`config.mk`:
```
export PLATFORM = sky130hd
export DESIGN_NAME = lru_result_cache_with_invalidate_unit
export DESIGN_NICKNAME = d
export VERILOG_FILES = /design/src/hdl/lrci_pkg.sv /design/src/hdl/lrci_dp.sv /design/src/hdl/lrci_ctrl.sv /design/src/hdl/lru_result_cache_with_invalidate_unit.sv
export VERILOG_INCLUDE_DIRS = /design/src /design/src/hdl
export SDC_FILE = /design/constraint.sdc
export NUM_CORES = 2
export LEC_CHECK = 0
export ABC_AREA = 0
export BUFFER_PORTS_ARGS = -buffer_cell sky130_fd_sc_hd__buf_2
export CAP_MARGIN = 20
export CORE_UTILIZATION = 35
export DETAILED_ROUTE_END_ITERATION = 10
export PLACE_DENSITY = 0.46
export SLEW_MARGIN = 20
export SYNTH_ARGS = -nofsm -noshare
export SYNTH_HDL_FRONTEND = slang
export SYNTH_SLANG_ARGS = --single-unit
```
`constraint.sdc`:
```
create_clock -name clk -period 19 [get_ports clk]
set_clock_uncertainty 0.05 [all_clocks]
set_input_delay 3.8 -clock clk [delete_from_list [all_inputs] [get_ports clk]]
set_output_delay 3.8 -clock clk [all_outputs]
set_load 0.01 [all_outputs]
```
`src/hdl/lru_result_cache_with_invalidate_unit_macros.svh`:
```
// ----------------------------------------------------------------------------
// LRU result cache assertion macros
// Shared assertion forms, clocked on clk and disabled while rst_n is low.
// ----------------------------------------------------------------------------
`ifndef LRU_RESULT_CACHE_WITH_INVALIDATE_UNIT_MACROS_SVH
`define LRU_RESULT_CACHE_WITH_INVALIDATE_UNIT_MACROS_SVH

// same-cycle implication
`define LRCI_ASSERT_SAME(label, ante, cons) \
    label: assert property (@(posedge clk) disable iff (!rst_n) (ante) |-> (cons)) \
        else $error("lrci: assertion failed");

// next-cycle implication
`define LRCI_ASSERT_NEXT(label, ante, cons) \
    label: assert property (@(posedge clk) disable iff (!rst_n) (ante) |=> (cons)) \
        else $error("lrci: assertion failed");

`endif

```
`src/hdl/lrci_pkg.sv`:
```
// ----------------------------------------------------------------------------
// lrci_pkg
// Constants, codes and control/status types of the LRU result cache.
// ----------------------------------------------------------------------------
`default_nettype none

package lrci_pkg;

    // table geometry
    localparam int TABLE_SLOTS = 32;
    localparam int SLOT_W      = $clog2(TABLE_SLOTS);
    localparam int SCAN_W      = $clog2(TABLE_SLOTS + 1);
    localparam int CNT_W       = 6;
    localparam int MAX_RESULTS = TABLE_SLOTS + 1;
    localparam int RES_W       = $clog2(MAX_RESULTS + 1);

    // field widths
    localparam int KEY_W        = 32;
    localparam int STAMP_W      = 32;
    localparam int ACTION_W     = 2;
    localparam int STATUS_W     = 3;
    localparam int SLOT_FIELD_W = 5;
    localparam int LIMIT_W      = 5;
    localparam int LIMIT_RESET  = 31;
    localparam int IN_TDATA_W   = 40;
    localparam int OUT_TDATA_W  = 48;

    // actions
    localparam logic [ACTION_W-1:0] ACT_LOOKUP = 2'd0;
    localparam logic [ACTION_W-1:0] ACT_INVAL  = 2'd1;
    localparam logic [ACTION_W-1:0] ACT_TRIM   = 2'd2;

    // result status codes
    localparam logic [STATUS_W-1:0] ST_HIT          = 3'd0;
    localparam logic [STATUS_W-1:0] ST_INSERTED     = 3'd1;
    localparam logic [STATUS_W-1:0] ST_NOT_CACHED   = 3'd2;
    localparam logic [STATUS_W-1:0] ST_BUILD_FAILED = 3'd3;
    localparam logic [STATUS_W-1:0] ST_EVICTED      = 3'd4;
    localparam logic [STATUS_W-1:0] ST_MARKED       = 3'd5;
    localparam logic [STATUS_W-1:0] ST_NO_ENTRY     = 3'd6;
    localparam logic [STATUS_W-1:0] ST_TRIM_DONE    = 3'd7;

    // datapath operations
    typedef logic [2:0] op_t;
    localparam op_t OP_NONE     = 3'd0;
    localparam op_t OP_DROP_HIT = 3'd1;
    localparam op_t OP_HIT      = 3'd2;
    localparam op_t OP_INSERT   = 3'd3;
    localparam op_t OP_EVICT    = 3'd4;
    localparam op_t OP_MARK     = 3'd5;
    localparam op_t OP_NOTE     = 3'd6;

    // how the last flag of a result is decided
    typedef logic [1:0] last_mode_t;
    localparam last_mode_t LAST_NO    = 2'd0;
    localparam last_mode_t LAST_YES   = 2'd1;
    localparam last_mode_t LAST_IFFIT = 2'd2;

    typedef struct packed {
        logic                  take;
        logic                  scan_start;
        logic                  scan_oldest;
        op_t                   op;
        logic [STATUS_W-1:0]   note_status;
        last_mode_t            last_mode;
    } cmd_t;

    typedef struct packed {
        logic                  scan_busy;
        logic                  hit_found;
        logic                  hit_drop;
        logic                  free_found;
        logic                  best_found;
        logic                  over_limit;
        logic                  out_free;
        logic [ACTION_W-1:0]   action;
        logic                  fails;
        logic                  nocache;
    } sts_t;

endpackage

`default_nettype wire

```
`src/hdl/lrci_dp.sv`:
```
// ----------------------------------------------------------------------------
// lrci_dp
// Datapath: slot memory, valid/stale bits, scan engine, counters, result reg.
// ----------------------------------------------------------------------------
`default_nettype none

module lrci_dp (
    input  wire logic                               clk,
    input  wire logic                               rst_n,
    input  wire lrci_pkg::cmd_t                     cmd,
    output lrci_pkg::sts_t                          sts,
    input  wire logic                               in_accept,
    input  wire logic [lrci_pkg::ACTION_W-1:0]      in_action,
    input  wire logic [lrci_pkg::IN_TDATA_W-1:0]    in_data,
    input  wire logic                               cfg_valid,
    input  wire logic [lrci_pkg::LIMIT_W-1:0]       cfg_data,
    output logic                                    out_valid,
    input  wire logic                               out_ready,
    output logic [lrci_pkg::STATUS_W-1:0]           out_status,
    output logic [lrci_pkg::OUT_TDATA_W-1:0]        out_data,
    output logic                                    out_last
);
    import lrci_pkg::*;

    localparam int MEM_W = STAMP_W + KEY_W;

    // slot memory: {stamp, key}
    logic [MEM_W-1:0]       mem [TABLE_SLOTS];
    logic                   mem_we;
    logic [SLOT_W-1:0]      mem_waddr;
    logic [MEM_W-1:0]       mem_wdata;
    logic [MEM_W-1:0]       rd_data_reg;

    // latched item
    logic [ACTION_W-1:0]    act_reg;
    logic [KEY_W-1:0]       key_reg;
    logic                   blocked_reg, reval_reg, nocache_reg, fails_reg;

    // table state
    logic [TABLE_SLOTS-1:0] valid_reg, valid_next;
    logic [TABLE_SLOTS-1:0] stale_reg, stale_next;
    logic [CNT_W-1:0]       count_reg, count_next;
    logic [STAMP_W-1:0]     gstamp_reg, gstamp_next, gstamp_adv;
    logic [LIMIT_W-1:0]     max_reg, max_next;

    // scan engine
    logic [SCAN_W-1:0]      scan_cnt_reg, scan_cnt_next;
    logic                   scan_oldest_reg, scan_oldest_next;
    logic                   cmp_vld_reg, cmp_vld_next;
    logic [SLOT_W-1:0]      cmp_idx_reg;
    logic [SLOT_W-1:0]      rd_addr;
    logic                   scan_run;
    logic [KEY_W-1:0]       rd_key;
    logic [STAMP_W-1:0]     rd_stamp;

    // scan results
    logic                   hit_vld_reg, hit_vld_next;
    logic [SLOT_W-1:0]      hit_slot_reg, hit_slot_next;
    logic                   free_vld_reg, free_vld_next;
    logic [SLOT_W-1:0]      free_slot_reg, free_slot_next;
    logic                   best_vld_reg, best_vld_next;
    logic [SLOT_W-1:0]      best_slot_reg, best_slot_next;
    logic [STAMP_W-1:0]     best_stamp_reg, best_stamp_next;
    logic [KEY_W-1:0]       best_key_reg, best_key_next;

    // result register
    logic                   out_valid_reg, out_valid_next;
    logic [STATUS_W-1:0]    out_status_reg;
    logic [SLOT_FIELD_W-1:0] out_slot_reg;
    logic [KEY_W-1:0]       out_key_reg;
    logic [CNT_W-1:0]       out_cnt_reg;
    logic                   out_last_reg;
    logic [RES_W-1:0]       res_cnt_reg, res_cnt_next;

    // put request
    logic                   put_en;
    logic [STATUS_W-1:0]    put_status;
    logic [SLOT_W-1:0]      put_slot;
    logic [KEY_W-1:0]       put_key;
    logic                   put_last;
    logic                   put_emit;

    assign scan_run  = (32'(scan_cnt_reg) < TABLE_SLOTS);
    assign rd_addr   = scan_cnt_reg[SLOT_W-1:0];
    assign rd_key    = rd_data_reg[KEY_W-1:0];
    assign rd_stamp  = rd_data_reg[MEM_W-1:KEY_W];
    assign gstamp_adv = (gstamp_reg == '1) ? gstamp_reg : gstamp_reg + 1'b1;
    assign put_emit  = put_en && (32'(res_cnt_reg) < MAX_RESULTS);

    // memory: one write port, one registered read port
    always_ff @(posedge clk)
    begin
        if (mem_we)
        begin
            mem[mem_waddr] <= mem_wdata;
        end
        if (scan_run)
        begin
            rd_data_reg <= mem[rd_addr];
            cmp_idx_reg <= rd_addr;
        end
    end

    // item capture
    always_ff @(posedge clk)
    begin
        if (in_accept)
        begin
            act_reg     <= in_action;
            key_reg     <= in_data[KEY_W-1:0];
            blocked_reg <= in_data[KEY_W];
            reval_reg   <= in_data[KEY_W+1];
            nocache_reg <= in_data[KEY_W+2];
            fails_reg   <= in_data[KEY_W+3];
        end
    end

    // next-state logic: scan compare, table operations, result load
    always_comb
    begin
        valid_next       = valid_reg;
        stale_next       = stale_reg;
        count_next       = count_reg;
        gstamp_next      = gstamp_reg;
        max_next         = cfg_valid ? cfg_data : max_reg;
        scan_cnt_next    = scan_run ? scan_cnt_reg + 1'b1 : scan_cnt_reg;
        scan_oldest_next = scan_oldest_reg;
        cmp_vld_next     = scan_run;
        hit_vld_next     = hit_vld_reg;
        hit_slot_next    = hit_slot_reg;
        free_vld_next    = free_vld_reg;
        free_slot_next   = free_slot_reg;
        best_vld_next    = best_vld_reg;
        best_slot_next   = best_slot_reg;
        best_stamp_next  = best_stamp_reg;
        best_key_next    = best_key_reg;
        mem_we           = 1'b0;
        mem_waddr        = hit_slot_reg;
        mem_wdata        = {gstamp_adv, key_reg};
        put_en           = 1'b0;
        put_status       = cmd.note_status;
        put_slot         = '0;
        put_key          = '0;

        // compare stage of a running scan
        if (cmp_vld_reg)
        begin
            if (scan_oldest_reg)
            begin
                if (valid_reg[cmp_idx_reg] && (!best_vld_reg || rd_stamp < best_stamp_reg))
                begin
                    best_vld_next   = 1'b1;
                    best_slot_next  = cmp_idx_reg;
                    best_stamp_next = rd_stamp;
                    best_key_next   = rd_key;
                end
            end
            else
            begin
                if (valid_reg[cmp_idx_reg] && rd_key == key_reg && !hit_vld_reg)
                begin
                    hit_vld_next  = 1'b1;
                    hit_slot_next = cmp_idx_reg;
                end
                if (!valid_reg[cmp_idx_reg] && !free_vld_reg)
                begin
                    free_vld_next  = 1'b1;
                    free_slot_next = cmp_idx_reg;
                end
            end
        end

        // scan start
        if (cmd.scan_start)
        begin
            scan_cnt_next    = '0;
            cmp_vld_next     = 1'b0;
            scan_oldest_next = cmd.scan_oldest;
            if (cmd.scan_oldest)
            begin
                best_vld_next = 1'b0;
            end
            else
            begin
                hit_vld_next   = 1'b0;
                free_vld_next  = 1'b0;
                free_slot_next = '0;
            end
        end

        // table operations
        case (cmd.op)
            OP_DROP_HIT:
            begin
                valid_next[hit_slot_reg] = 1'b0;
                stale_next[hit_slot_reg] = 1'b0;
                count_next   = count_reg - 1'b1;
                hit_vld_next = 1'b0;
                if (!free_vld_reg || hit_slot_reg < free_slot_reg)
                begin
                    free_vld_next  = 1'b1;
                    free_slot_next = hit_slot_reg;
                end
                put_en     = 1'b1;
                put_status = ST_EVICTED;
                put_slot   = hit_slot_reg;
                put_key    = key_reg;
            end
            OP_HIT:
            begin
                gstamp_next = gstamp_adv;
                mem_we      = 1'b1;
                mem_waddr   = hit_slot_reg;
                put_en      = 1'b1;
                put_status  = ST_HIT;
                put_slot    = hit_slot_reg;
                put_key     = key_reg;
            end
            OP_INSERT:
            begin
                gstamp_next = gstamp_adv;
                mem_we      = 1'b1;
                mem_waddr   = free_slot_reg;
                valid_next[free_slot_reg] = 1'b1;
                stale_next[free_slot_reg] = 1'b0;
                count_next  = count_reg + 1'b1;
                put_en      = 1'b1;
                put_status  = ST_INSERTED;
                put_slot    = free_slot_reg;
                put_key     = key_reg;
            end
            OP_EVICT:
            begin
                valid_next[best_slot_reg] = 1'b0;
                stale_next[best_slot_reg] = 1'b0;
                count_next     = count_reg - 1'b1;
                free_vld_next  = 1'b1;
                free_slot_next = best_slot_reg;
                put_en         = 1'b1;
                put_status     = ST_EVICTED;
                put_slot       = best_slot_reg;
                put_key        = best_key_reg;
            end
            OP_MARK:
            begin
                stale_next[hit_slot_reg] = 1'b1;
                put_en     = 1'b1;
                put_status = ST_MARKED;
                put_slot   = hit_slot_reg;
                put_key    = key_reg;
            end
            OP_NOTE:
            begin
                put_en = 1'b1;
            end
            default:
            begin
                put_en = 1'b0;
            end
        endcase
    end

    // last flag: final result by rule, or the final one kept under the cap
    always_comb
    begin
        case (cmd.last_mode)
            LAST_YES:   put_last = 1'b1;
            LAST_IFFIT: put_last = !(32'(count_next) > 32'(max_reg));
            default:    put_last = 1'b0;
        endcase
        if (32'(res_cnt_reg) == MAX_RESULTS - 1)
        begin
            put_last = 1'b1;
        end
    end

    // result counter and result register valid
    always_comb
    begin
        res_cnt_next   = res_cnt_reg;
        out_valid_next = out_valid_reg && !out_ready;
        if (in_accept)
        begin
            res_cnt_next = '0;
        end
        else if (put_emit)
        begin
            res_cnt_next   = res_cnt_reg + 1'b1;
            out_valid_next = 1'b1;
        end
    end

    // control registers
    always_ff @(posedge clk or negedge rst_n)
    begin
        if (!rst_n)
        begin
            valid_reg       <= '0;
            stale_reg       <= '0;
            count_reg       <= '0;
            gstamp_reg      <= '0;
            max_reg         <= LIMIT_W'(LIMIT_RESET);
            scan_cnt_reg    <= SCAN_W'(TABLE_SLOTS);
            scan_oldest_reg <= 1'b0;
            cmp_vld_reg     <= 1'b0;
            hit_vld_reg     <= 1'b0;
            free_vld_reg    <= 1'b0;
            best_vld_reg    <= 1'b0;
            out_valid_reg   <= 1'b0;
            res_cnt_reg     <= '0;
        end
        else
        begin
            valid_reg       <= valid_next;
            stale_reg       <= stale_next;
            count_reg       <= count_next;
            gstamp_reg      <= gstamp_next;
            max_reg         <= max_next;
            scan_cnt_reg    <= scan_cnt_next;
            scan_oldest_reg <= scan_oldest_next;
            cmp_vld_reg     <= cmp_vld_next;
            hit_vld_reg     <= hit_vld_next;
            free_vld_reg    <= free_vld_next;
            best_vld_reg    <= best_vld_next;
            out_valid_reg   <= out_valid_next;
            res_cnt_reg     <= res_cnt_next;
        end
    end

    // payload registers
    always_ff @(posedge clk)
    begin
        hit_slot_reg   <= hit_slot_next;
        free_slot_reg  <= free_slot_next;
        best_slot_reg  <= best_slot_next;
        best_stamp_reg <= best_stamp_next;
        best_key_reg   <= best_key_next;
        if (put_emit)
        begin
            out_status_reg <= put_status;
            out_slot_reg   <= SLOT_FIELD_W'(put_slot);
            out_key_reg    <= put_key;
            out_cnt_reg    <= count_next;
            out_last_reg   <= put_last;
        end
    end

    // status to the controller
    always_comb
    begin
        sts.scan_busy  = scan_run || cmp_vld_reg;
        sts.hit_found  = hit_vld_reg;
        sts.hit_drop   = stale_reg[hit_slot_reg] || blocked_reg || reval_reg;
        sts.free_found = free_vld_reg;
        sts.best_found = best_vld_reg;
        sts.over_limit = (32'(count_reg) > 32'(max_reg));
        sts.out_free   = !out_valid_reg || out_ready;
        sts.action     = act_reg;
        sts.fails      = fails_reg;
        sts.nocache    = nocache_reg;
    end

    assign out_valid  = out_valid_reg;
    assign out_status = out_status_reg;
    assign out_last   = out_last_reg;
    assign out_data   = OUT_TDATA_W'({out_cnt_reg, out_key_reg, out_slot_reg});

endmodule

`default_nettype wire

```
`src/hdl/lrci_ctrl.sv`:
```
// ----------------------------------------------------------------------------
// lrci_ctrl
// Controller: sequences search, mark, drop, hit/insert, room eviction and trim.
// ----------------------------------------------------------------------------
`default_nettype none

module lrci_ctrl (
    input  wire logic           clk,
    input  wire logic           rst_n,
    input  wire logic           in_valid,
    input  wire lrci_pkg::sts_t sts,
    output lrci_pkg::cmd_t      cmd
);
    import lrci_pkg::*;

    localparam logic [3:0] S_IDLE       = 4'd0;
    localparam logic [3:0] S_DISPATCH   = 4'd1;
    localparam logic [3:0] S_SEARCH     = 4'd2;
    localparam logic [3:0] S_MARK       = 4'd3;
    localparam logic [3:0] S_DROP       = 4'd4;
    localparam logic [3:0] S_HIT        = 4'd5;
    localparam logic [3:0] S_MISS       = 4'd6;
    localparam logic [3:0] S_ROOM_SCAN  = 4'd7;
    localparam logic [3:0] S_ROOM_EVICT = 4'd8;
    localparam logic [3:0] S_INSERT     = 4'd9;
    localparam logic [3:0] S_TRIM       = 4'd10;
    localparam logic [3:0] S_TRIM_SCAN  = 4'd11;
    localparam logic [3:0] S_TRIM_EVICT = 4'd12;
    localparam logic [3:0] S_TRIM_DONE  = 4'd13;

    logic [3:0] state_reg, state_next;
    logic       is_trim;

    assign is_trim = (sts.action == ACT_TRIM);

    // state sequencing and command decode
    always_comb
    begin
        state_next      = state_reg;
        cmd.take        = 1'b0;
        cmd.scan_start  = 1'b0;
        cmd.scan_oldest = 1'b0;
        cmd.op          = OP_NONE;
        cmd.note_status = ST_NO_ENTRY;
        cmd.last_mode   = LAST_NO;

        case (state_reg)
            S_IDLE:
            begin
                cmd.take = 1'b1;
                if (in_valid)
                begin
                    state_next = S_DISPATCH;
                end
            end
            S_DISPATCH:
            begin
                if (sts.action == ACT_LOOKUP || sts.action == ACT_INVAL)
                begin
                    cmd.scan_start = 1'b1;
                    state_next     = S_SEARCH;
                end
                else if (is_trim)
                begin
                    state_next = S_TRIM;
                end
                else
                begin
                    state_next = S_IDLE;
                end
            end
            S_SEARCH:
            begin
                if (!sts.scan_busy)
                begin
                    if (sts.action == ACT_INVAL)
                        state_next = S_MARK;
                    else if (sts.hit_found && sts.hit_drop)
                        state_next = S_DROP;
                    else if (sts.hit_found)
                        state_next = S_HIT;
                    else
                        state_next = S_MISS;
                end
            end
            S_MARK:
            begin
                if (sts.out_free)
                begin
                    cmd.op        = sts.hit_found ? OP_MARK : OP_NOTE;
                    cmd.last_mode = LAST_YES;
                    state_next    = S_IDLE;
                end
            end
            S_DROP:
            begin
                if (sts.out_free)
                begin
                    cmd.op     = OP_DROP_HIT;
                    state_next = S_MISS;
                end
            end
            S_HIT:
            begin
                if (sts.out_free)
                begin
                    cmd.op        = OP_HIT;
                    cmd.last_mode = LAST_IFFIT;
                    state_next    = S_TRIM;
                end
            end
            S_MISS:
            begin
                if (sts.fails)
                begin
                    if (sts.out_free)
                    begin
                        cmd.op          = OP_NOTE;
                        cmd.note_status = ST_BUILD_FAILED;
                        cmd.last_mode   = LAST_YES;
                        state_next      = S_IDLE;
                    end
                end
                else if (sts.nocache)
                begin
                    if (sts.out_free)
                    begin
                        cmd.op          = OP_NOTE;
                        cmd.note_status = ST_NOT_CACHED;
                        cmd.last_mode   = LAST_IFFIT;
                        state_next      = S_TRIM;
                    end
                end
                else if (sts.free_found)
                begin
                    state_next = S_INSERT;
                end
                else
                begin
                    cmd.scan_start  = 1'b1;
                    cmd.scan_oldest = 1'b1;
                    state_next      = S_ROOM_SCAN;
                end
            end
            S_ROOM_SCAN:
            begin
                if (!sts.scan_busy)
                begin
                    state_next = sts.best_found ? S_ROOM_EVICT : S_INSERT;
                end
            end
            S_ROOM_EVICT:
            begin
                if (sts.out_free)
                begin
                    cmd.op     = OP_EVICT;
                    state_next = S_INSERT;
                end
            end
            S_INSERT:
            begin
                if (sts.out_free)
                begin
                    cmd.op        = OP_INSERT;
                    cmd.last_mode = LAST_IFFIT;
                    state_next    = S_TRIM;
                end
            end
            S_TRIM:
            begin
                if (sts.over_limit)
                begin
                    cmd.scan_start  = 1'b1;
                    cmd.scan_oldest = 1'b1;
                    state_next      = S_TRIM_SCAN;
                end
                else
                begin
                    state_next = is_trim ? S_TRIM_DONE : S_IDLE;
                end
            end
            S_TRIM_SCAN:
            begin
                if (!sts.scan_busy)
                begin
                    if (sts.best_found)
                        state_next = S_TRIM_EVICT;
                    else
                        state_next = is_trim ? S_TRIM_DONE : S_IDLE;
                end
            end
            S_TRIM_EVICT:
            begin
                if (sts.out_free)
                begin
                    cmd.op        = OP_EVICT;
                    cmd.last_mode = is_trim ? LAST_NO : LAST_IFFIT;
                    state_next    = S_TRIM;
                end
            end
            S_TRIM_DONE:
            begin
                if (sts.out_free)
                begin
                    cmd.op          = OP_NOTE;
                    cmd.note_status = ST_TRIM_DONE;
                    cmd.last_mode   = LAST_YES;
                    state_next      = S_IDLE;
                end
            end
            default:
            begin
                state_next = S_IDLE;
            end
        endcase
    end

    // state register
    always_ff @(posedge clk or negedge rst_n)
    begin
        if (!rst_n)
        begin
            state_reg <= S_IDLE;
        end
        else
        begin
            state_reg <= state_next;
        end
    end

endmodule

`default_nettype wire

```
`src/hdl/lru_result_cache_with_invalidate_unit.sv`:
```
// ----------------------------------------------------------------------------
// LRU result cache with invalidate
// Fully associative 32-slot result cache keyed by a 32-bit key, with
// timestamp LRU eviction, stale marking and a configurable entry limit.
// ----------------------------------------------------------------------------
// One item is handled at a time. Every lookup and invalidate walks the slot
// memory once, one slot per cycle through its single read port. Each eviction
// (making room on a full table, or trimming down to max_entries) walks it
// again to find the oldest stamp. Slot valid and stale bits are flip-flops
// cleared by reset, so no clearing pass is needed after reset. The user must
// write the entry limit on the cfg channel only while the block is idle; the
// block itself does not enforce this. The limit takes effect on the next
// lookup or trim.
`default_nettype none

module lru_result_cache_with_invalidate_unit (
    input  wire logic                               clk,
    input  wire logic                               rst_n,
    // input items
    input  wire logic                               s_tvalid,
    output logic                                    s_tready,
    // key[31:0], blocked[32], revalidate[33], nocache[34], build_fails[35]
    input  wire logic [lrci_pkg::IN_TDATA_W-1:0]    s_tdata,
    // action[1:0]
    input  wire logic [lrci_pkg::ACTION_W-1:0]      s_tuser,
    // result items
    output logic                                    m_tvalid,
    input  wire logic                               m_tready,
    // slot[4:0], entry_key[36:5], entries_now[42:37]
    output logic [lrci_pkg::OUT_TDATA_W-1:0]        m_tdata,
    // status[2:0]
    output logic [lrci_pkg::STATUS_W-1:0]           m_tuser,
    output logic                                    m_tlast,
    // max_entries write
    input  wire logic                               cfg_valid,
    output logic                                    cfg_ready,
    input  wire logic [lrci_pkg::LIMIT_W-1:0]       cfg_data
);
    import lrci_pkg::*;

    `include "lru_result_cache_with_invalidate_unit_macros.svh"

    cmd_t cmd;
    sts_t sts;
    logic in_accept;

    assign s_tready  = cmd.take;
    assign in_accept = s_tvalid && s_tready;
    assign cfg_ready = 1'b1;

    lrci_ctrl u_ctrl (
        .clk      (clk),
        .rst_n    (rst_n),
        .in_valid (s_tvalid),
        .sts      (sts),
        .cmd      (cmd)
    );

    lrci_dp u_dp (
        .clk        (clk),
        .rst_n      (rst_n),
        .cmd        (cmd),
        .sts        (sts),
        .in_accept  (in_accept),
        .in_action  (s_tuser),
        .in_data    (s_tdata),
        .cfg_valid  (cfg_valid),
        .cfg_data   (cfg_data),
        .out_valid  (m_tvalid),
        .out_ready  (m_tready),
        .out_status (m_tuser),
        .out_data   (m_tdata),
        .out_last   (m_tlast)
    );

    // an accepted item keeps the input closed for at least the next cycle
    `LRCI_ASSERT_NEXT(a_busy_after_take, in_accept, !s_tready)

    // terminal statuses always close their item
    `LRCI_ASSERT_SAME(a_terminal_last,
        m_tvalid && (m_tuser == ST_BUILD_FAILED || m_tuser == ST_MARKED ||
                     m_tuser == ST_NO_ENTRY || m_tuser == ST_TRIM_DONE),
        m_tlast)

    // table operations never overlap a running scan
    `LRCI_ASSERT_SAME(a_no_op_during_scan, sts.scan_busy, cmd.op == OP_NONE)

endmodule

`default_nettype wire

```
# Yosys cells after proc, flatten, opt, wreduce, memory -nomap -nowiden
# Memory sizes are Yosys's and may differ from the RTL's. A register that Yosys moved wholly into a read port is not among the register bits.
# Index checks and enable logic that the tools add are counted.
[op_classes]
n_bitwise = 11
n_reduce_logical = 43
add_sub_neg = 5
eq_ne = 32
order_cmp = 13
mux = 102
[op_table]
columns = ["cell", "n"]
rows = [
  ["32-bit AND", 5],
  ["32-bit case mux with 4 select lines", 1],
  ["32-bit NOT", 3],
  ["32-bit case mux with 3 select lines", 1],
  ["4-bit two-way mux", 18],
  ["32-bit bitwise OR", 2],
  ["32-bit case mux with 2 select lines", 1],
  ["4-bit case mux with 11 select lines", 1],
  ["8-bit two-way mux", 5],
  ["5-bit two-way mux", 7],
  ["1-bit two-way mux", 34],
  ["32-bit by 1-bit adder with 32-bit output, second input constant", 1],
  ["32-bit equality test", 1],
  ["32-bit equality test, second input constant", 1],
  ["32-bit less-than comparator", 1],
  ["32-bit two-way mux", 1],
  ["4-bit equality test, second input constant", 6],
  ["5-bit by 6-bit less-than comparator with 1-bit output, second input constant", 4],
  ["6-bit two-way mux", 4],
  ["2-bit two-way mux", 11],
  ["3-bit case mux with 7 select lines", 1],
  ["6-bit by 1-bit adder with 6-bit output, second input constant", 3],
  ["4-bit by 3-bit equality test with 1-bit output, second input constant", 4],
  ["1-bit demux with 5-bit select", 3],
  ["other kinds (39)", 87],
]
[word_totals]
memories = 1
inputBits = 52
regBits = 298
ramBits = 2048
word_cells = 238
output_inout_bits = 55
[mem_list]
columns = ["memory", "depth", "width", "rd", "rd_clocked_by_memory_dff", "write_ports", "line", "rtl"]
rows = [
  ["u_dp.mem", 32, 64, 1, 1, 1, "lrci_dp.sv:28", "logic [MEM_W-1:0] mem [TABLE_SLOTS];"],
]

# Longest topological paths before layout
[depth]
word_depth = 12
ltp_mapped = 19
ltp_nobuf = 17

# Cells and area by module
# From an unflattened synthesis, not the netlist that was laid out.
[unflattened]
hier_cells = 4509
area_unflattened_um2 = 95200.1
[by_module_without_submodules]
columns = ["mod", "n_inst", "cells_per_inst", "area_each_um2"]
rows = [
  ["lrci_dp", 1, 4371, 94275.4],
  ["lrci_ctrl", 1, 135, 907.1],
  ["lru_result_cache_with_invalidate_unit", 1, 3, 17.5],
]

# Worst setup path after synthesis
# OpenSTA, ideal clock, no wires.
[synth_timing]
path_kind = "input -> register"
startpoint = "input m_tready"
endpoint = "memory u_dp.mem[3][0] in the netlist's numbering, enable pin"
arrival_ns = 9.169
slack_ns = 9.217
required_ns = 18.385
cell_stages = 8
cell_sequence = "nor2b_1 nor2_1 nand2_1 clkbuf_1 nand2_1 o21ai_1 nand2_1 nor3_1"
[synth_between]
elab_chain_len = 10
word_cells_on_any_way = 19
cone_classes = "2 x eq/ne; 15 x mux; 2 x reduce/logical"
[synth_lines]
columns = ["item", "line", "rtl"]
rows = [
  ["start: declaration", "lru_result_cache_with_invalidate_unit.sv:28", "input wire logic m_tready,"],
  ["1-bit logical OR *", "lrci_dp.sv:357", "sts.out_free = !out_valid_reg || out_ready;"],
  ["8-bit two-way mux", "lrci_ctrl.sv:126", "if (sts.out_free)"],
  ["8-bit two-way mux", "lrci_ctrl.sv:124", "else if (sts.nocache)"],
  ["8-bit two-way mux", "lrci_ctrl.sv:114", "if (sts.fails)"],
  ["3-bit case mux with 7 select lines *", "lrci_ctrl.sv:47", "case (state_reg)"],
  ["3-bit by 2-bit equality test with 1-bit output", "lrci_dp.sv:192", "case (cmd.op)"],
  ["2-bit OR reduction (no line)", "--", ""],
  ["1-bit two-way mux", "lrci_dp.sv:192", ""],
  ["1-bit two-way mux", "lrci_dp.sv:93", "if (mem_we)"],
  ["1-bit two-way mux (not written as such)", "lrci_dp.sv:95", "mem[mem_waddr] <= mem_wdata;"],
  ["end: declaration", "lrci_dp.sv:28", ""],
]
# Mark *: on every way between the ends. The rest lies on a longest branch, timed or not.

# Worst setup path after layout
[layout_timing]
startpoint = "input m_tready"
endpoint = "register u_dp.out_last_reg, in the netlist u_dp.out_last, data pin"
[layout_between]
elab_chain_len = 11
word_cells_on_any_way = 26
cone_classes = "1 x order compare; 5 x eq/ne; 17 x mux; 3 x reduce/logical"
[layout_lines]
columns = ["item", "line", "rtl"]
rows = [
  ["1-bit logical OR *", "lrci_dp.sv:357", ""],
  ["8-bit two-way mux", "lrci_ctrl.sv:126", ""],
  ["8-bit two-way mux", "lrci_ctrl.sv:124", ""],
  ["8-bit two-way mux", "lrci_ctrl.sv:114", ""],
  ["3-bit case mux with 7 select lines *", "lrci_ctrl.sv:47", ""],
  ["3-bit by 1-bit equality test with 1-bit output or 3-bit equality test (tied branches)", "lrci_dp.sv:192", ""],
  ["2-bit OR reduction (no line)", "--", ""],
  ["6-bit case mux with 2 select lines *", "lrci_dp.sv:192", ""],
  ["net u_dp.count_next[4]", "lrci_dp.sv:42", "logic [CNT_W-1:0] count_reg, count_next;"],
  ["6-bit by 5-bit greater-than comparator with 1-bit output *", "lrci_dp.sv:268", "LAST_IFFIT: put_last = !(32'(count_next) > 32'(max_reg));"],
  ["1-bit logical NOT *", "lrci_dp.sv:268", ""],
  ["1-bit case mux with 2 select lines *", "lrci_dp.sv:266", "case (cmd.last_mode)"],
  ["end signal: assignment", "lrci_dp.sv:344", "out_last_reg <= put_last;"],
  ["end: declaration", "lrci_dp.sv:72", "logic out_last_reg;"],
]
# The timed path passes the listed nets; every way through them passes the cells marked *.
# A chain may end at the register's enable or synchronous reset.

==> parameters.txt <==
Parameter                              Value

CTS
  Number of clock buffers inserted by TritonCTS ... about 280
  H-Tree Depth ... 5
  Total number of clock tree sinks ... around 2400
  Clock transition at the registers of the reported paths ... ~60 ps
  CTS Root Cell ... clkbuf_16
  Post-CTS Hold Fix Bufs ... 0
  Buffer levels on the longest clock path ... 4
  Source-to-sink clock delay at the later pin of the worst-skew pair ... roughly 840 ps
  Number of resized instances in the post-cts repair step ... 0
  Setup Fix Bufs, Post-CTS ... 0
  Clock tree from TritonCTS ... built

Worst setup path
  Kind of critical path ... primary input to flip-flop
  CP endpoint kind ... flip-flop
  Crit-path leading delay family ... compound AO/OA/AOI/OAI gates
  Cell chain of the critical path ... buf_2 -> nand2b_1 -> nand4_4 -> o21ai_0 -> inv_1 -> fa_1 -> inv_1 -> a21o_1 -> a21oi_1 -> xnor2_1 -> mux2_2 -> ha_1 -> mux2i_1 -> a21oi_1 -> nor4bb_1 -> mux2i_1 -> o221ai_1
  Startpoint class of the critical path ... primary input
  Critical Path AT ... approximately 8400 ps
  CP Data Required Time ... a little under 20000 ps
  Crit Path Max Fanout ... 35
  Crit path largest cell delay ... ~800 ps
  Critical path's slowest cell ... o21ai_0
  Critical path launch point ... m_tready
  Critical path buffers and inverters ... 3
  Startpoint of the lowest-slack register-to-register path ... u_ctrl.state_reg[0]

STA
  Final hold vios ... 0
  Unrepaired setup endpoints after global routing ... false
  Normalized max-slew margin ... about a fifth
  Portion of the clock cycle consumed by the worst path in the final layout ... ~41%
  Number of max-slew violations in the final report ... 0
  Slew at the pin closest to its max-slew limit ... approximately 1200 ps
  Setup-violating endpoint count in the final report ... 0
  Max Freq ... 127 MHz
  Total negative slack ... 0 ps
  Post-layout minimum cycle time ... between 7000 and 8000 ps

Global route
  Aggregate global routing overflow ... 0
  Met2 capacity usage during global routing ... a little under a third
  Busiest layer in global routing ... met2
  Largest net degree at the start of global routing ... about 130
  Number of antenna violations at the first check in global routing ... 4
  Global-route wire length before repair ... approximately 380000 um
  Met1 Track Usage GR ... between 20% and 30%
  Number of global-route vias before repair ... slightly below 50000
  Overall track demand over capacity in global routing ... 19.4%
  Met3 layer usage reported by global route ... 2.52%

Place
  HPWL after detailed placement ... 134000 um
  RD Place Congestion ... approximately 0.82
  Post-Place Cell Area ... just over 100000 um^2
  Count of buffers from port buffering ... between 90 and 100

Synthesis
  Warning count from the yosys run ... 0
  Number of instances in the synthesized netlist ... between 4000 and 5000
  Count of flip-flops with a built-in enable after synthesis ... 2276
  Proportion of synthesized chip area in sequential cells ... 75.2%
  Compound-gate portion of the synthesized area ... approximately 2.7%
  FF+latch count, synth ... roughly 2400
  Async set or reset register ratio after synthesis ... ~5.4%
  Portion of netlist area occupied by mux cells ... 16.3%
  Fraction of the mapped netlist area in adder cells ... less than 1%
  XOR/XNOR share of the synthesized area ... less than 1%
  Area share of and/or/nand/nor cells after synthesis ... 2.67%
  Main flop type after synthesis ... edfxtp_1
  Largest family of logic cells by synthesized area ... multiplexers
  Average footprint of a synthesized cell ... about 21 um^2
  Post-synthesis cell type count ... 79
  Post-Syn Area ... ~95000 um^2

Detailed routing
  Drt first-iter violations ... between 4000 and 5000
  Number of vias per cell after detailed routing ... 5.45
  Residual DRC count ... 0
  Vias ... around 47000
  First-pass iteration count of the detailed router ... 8
  Final routed wirelength across all metal layers ... 265000 um
  Routed WL per cell ... 30.6 um
  Number of nets with antenna violations after detailed routing ... 0

Power
  Total power density per cell area ... 137 nW/um^2
  Total power consumption of the routed design ... ~15 mW
  Worst vdd ir ... roughly 110 uV
  Lkg Pwr ... 34.4 nW

Cells and area
  Area growth from synthesis to layout ... 15.3%
  Final Core Density ... 40.6%
  Fin area ... ~110000 um^2
  Final #Nets ... about 5000
  Flip-flop count of the largest register after layout ... 2048
  Layout cell share with drive strength beyond 1 ... ~29%

Floorplanning
  Vertical die dimension ... approximately 520 um
  Starting density of the core ... 35.2%
  Core area ... 271000 um^2
  Site Rows ... between 150 and 200
  Die outline area ... around 270000 um^2
  Width of the die ... between 500 and 600 um
  Top-level I/O count ... ~110

Run
  Number of maximum-capacitance violations ... 0

Status
  Run status ... complete, no violations

Worst hold path
  Hold path startpoint ... u_dp.rd_data_reg[2]
  Worst hold path type ... flip-flop to flip-flop
-- cells in the final DEF, fill, tap and decap left out, drive strengths merged, types with 8 or more instances in the layout --
cell	netlist	routed
a21o	18	18
a21oi	102	102
a22o	36	36
a22oi	15	15
a31oi	42	42
and2	8	8
and3	8	8
buf	82	270
bufinv	0	12
clkbuf	157	350
clkinv	2	117
clkinvlp	0	9
dfrtp	123	123
edfxtp	2276	2276
ha	55	55
inv	68	76
mux2	67	67
mux2i	22	22
mux4	648	648
nand2	166	166
nand2b	15	15
nand3	43	43
nand4	27	27
nor2	181	181
nor2b	12	12
nor3	27	27
nor4	16	16
o21ai	65	65
o221ai	32	32
o32ai	33	33
or2	12	12
xnor2	47	47
xor2	58	58
-- Yosys cell counts, drive strengths merged, types with 32 or more instances --
master | instances | share of area [%]
mux4 | 648 | 15
o221ai | 32 | 0.29
buf | 82 | 0.43
xor2 | 58 | 0.53
o21ai | 65 | 0.34
ha | 55 | 0.72
dfrtp | 123 | 3.2
nand3 | 43 | 0.23
xnor2 | 47 | 0.43
clkbuf | 157 | 0.62
edfxtp | 2276 | 72
o32ai | 33 | 0.30
nand2 | 166 | 0.65
inv | 68 | 0.27
a22o | 36 | 0.33
nor2 | 181 | 0.71
a21oi | 102 | 0.54
mux2 | 67 | 0.79
a31oi | 42 | 0.28
-- layer usage --
layer / vias up / part of all wire [%]
met5: - / 0
met4: 0 / 2.4
met3: 393 / 4.7
met2: 1299 / 48
met1: 25800 / 45
li1: 19600 / -
-- where the power goes --
| part | switching (mW) | internal, mW | leakage (nW) | total, mW |
|---|---|---|---|---|
| registers | 0.292 | 6.29 | 21.7 | 6.58 |
| logic | 1.91 | 1.48 | 8.53 | 3.39 |
| clock network | 2.13 | 2.97 | 4.17 | 5.10 |
-- final timing paths --
kind	slack (ps)	end	cells after the start
max	11150	u_dp.out_last	17
min	400	u_dp.best_key_reg[2]	0
max reg2reg	13200	u_dp.out_last	17
min reg2reg	400	u_dp.best_key_reg[2]	0
max in group asynchronous	14490	u_dp.scan_cnt_reg[4]	2
min in group asynchronous	2990	u_dp.count_reg[4]	1
-- cells by family after synthesis --
group,Yosys count
AND/OR/NAND/NOR,544
flip-flops,2410
AO/OA/AOI/OAI,386
adder cells (fa/ha/maj),56
multiplexers,737
buffers and inverters,309
XOR/XNOR,105
other,2
-- metrics by stage --
| step | cells | hold slack [ps] | worst slack [ps] |
|---|---|---|---|
| 6_report | 8651 | 398 | 11150 |
| 5_1_grt | 8650 | 414 | 10820 |
| 4_1_cts | 8646 | 394 | 11170 |
| 3_5_place_dp | 8152 | 393 | 10260 |
| 3_3_place_gp | 8150 | 381 | 10310 |
| 2_1_floorplan | 4553 | 367 | 9220 |
-- layout make-up --
| cell class | count | area, um^2 |
|---|---|---|
| Fill cell | 24000 | 161000 |
| Sequential cell | 2410 | 71700 |
| Multi-Input combinational cell | 1834 | 23000 |
| Clock buffer | 350 | 7520 |
| Tap cell | 3570 | 4470 |
| Timing Repair Buffer | 270 | 1890 |
| Clock inverter | 144 | 1060 |
| Inverter | 70 | 268 |
| Antenna cell | 3 | 7.51 |
Power figures use the tool's default switching activity.
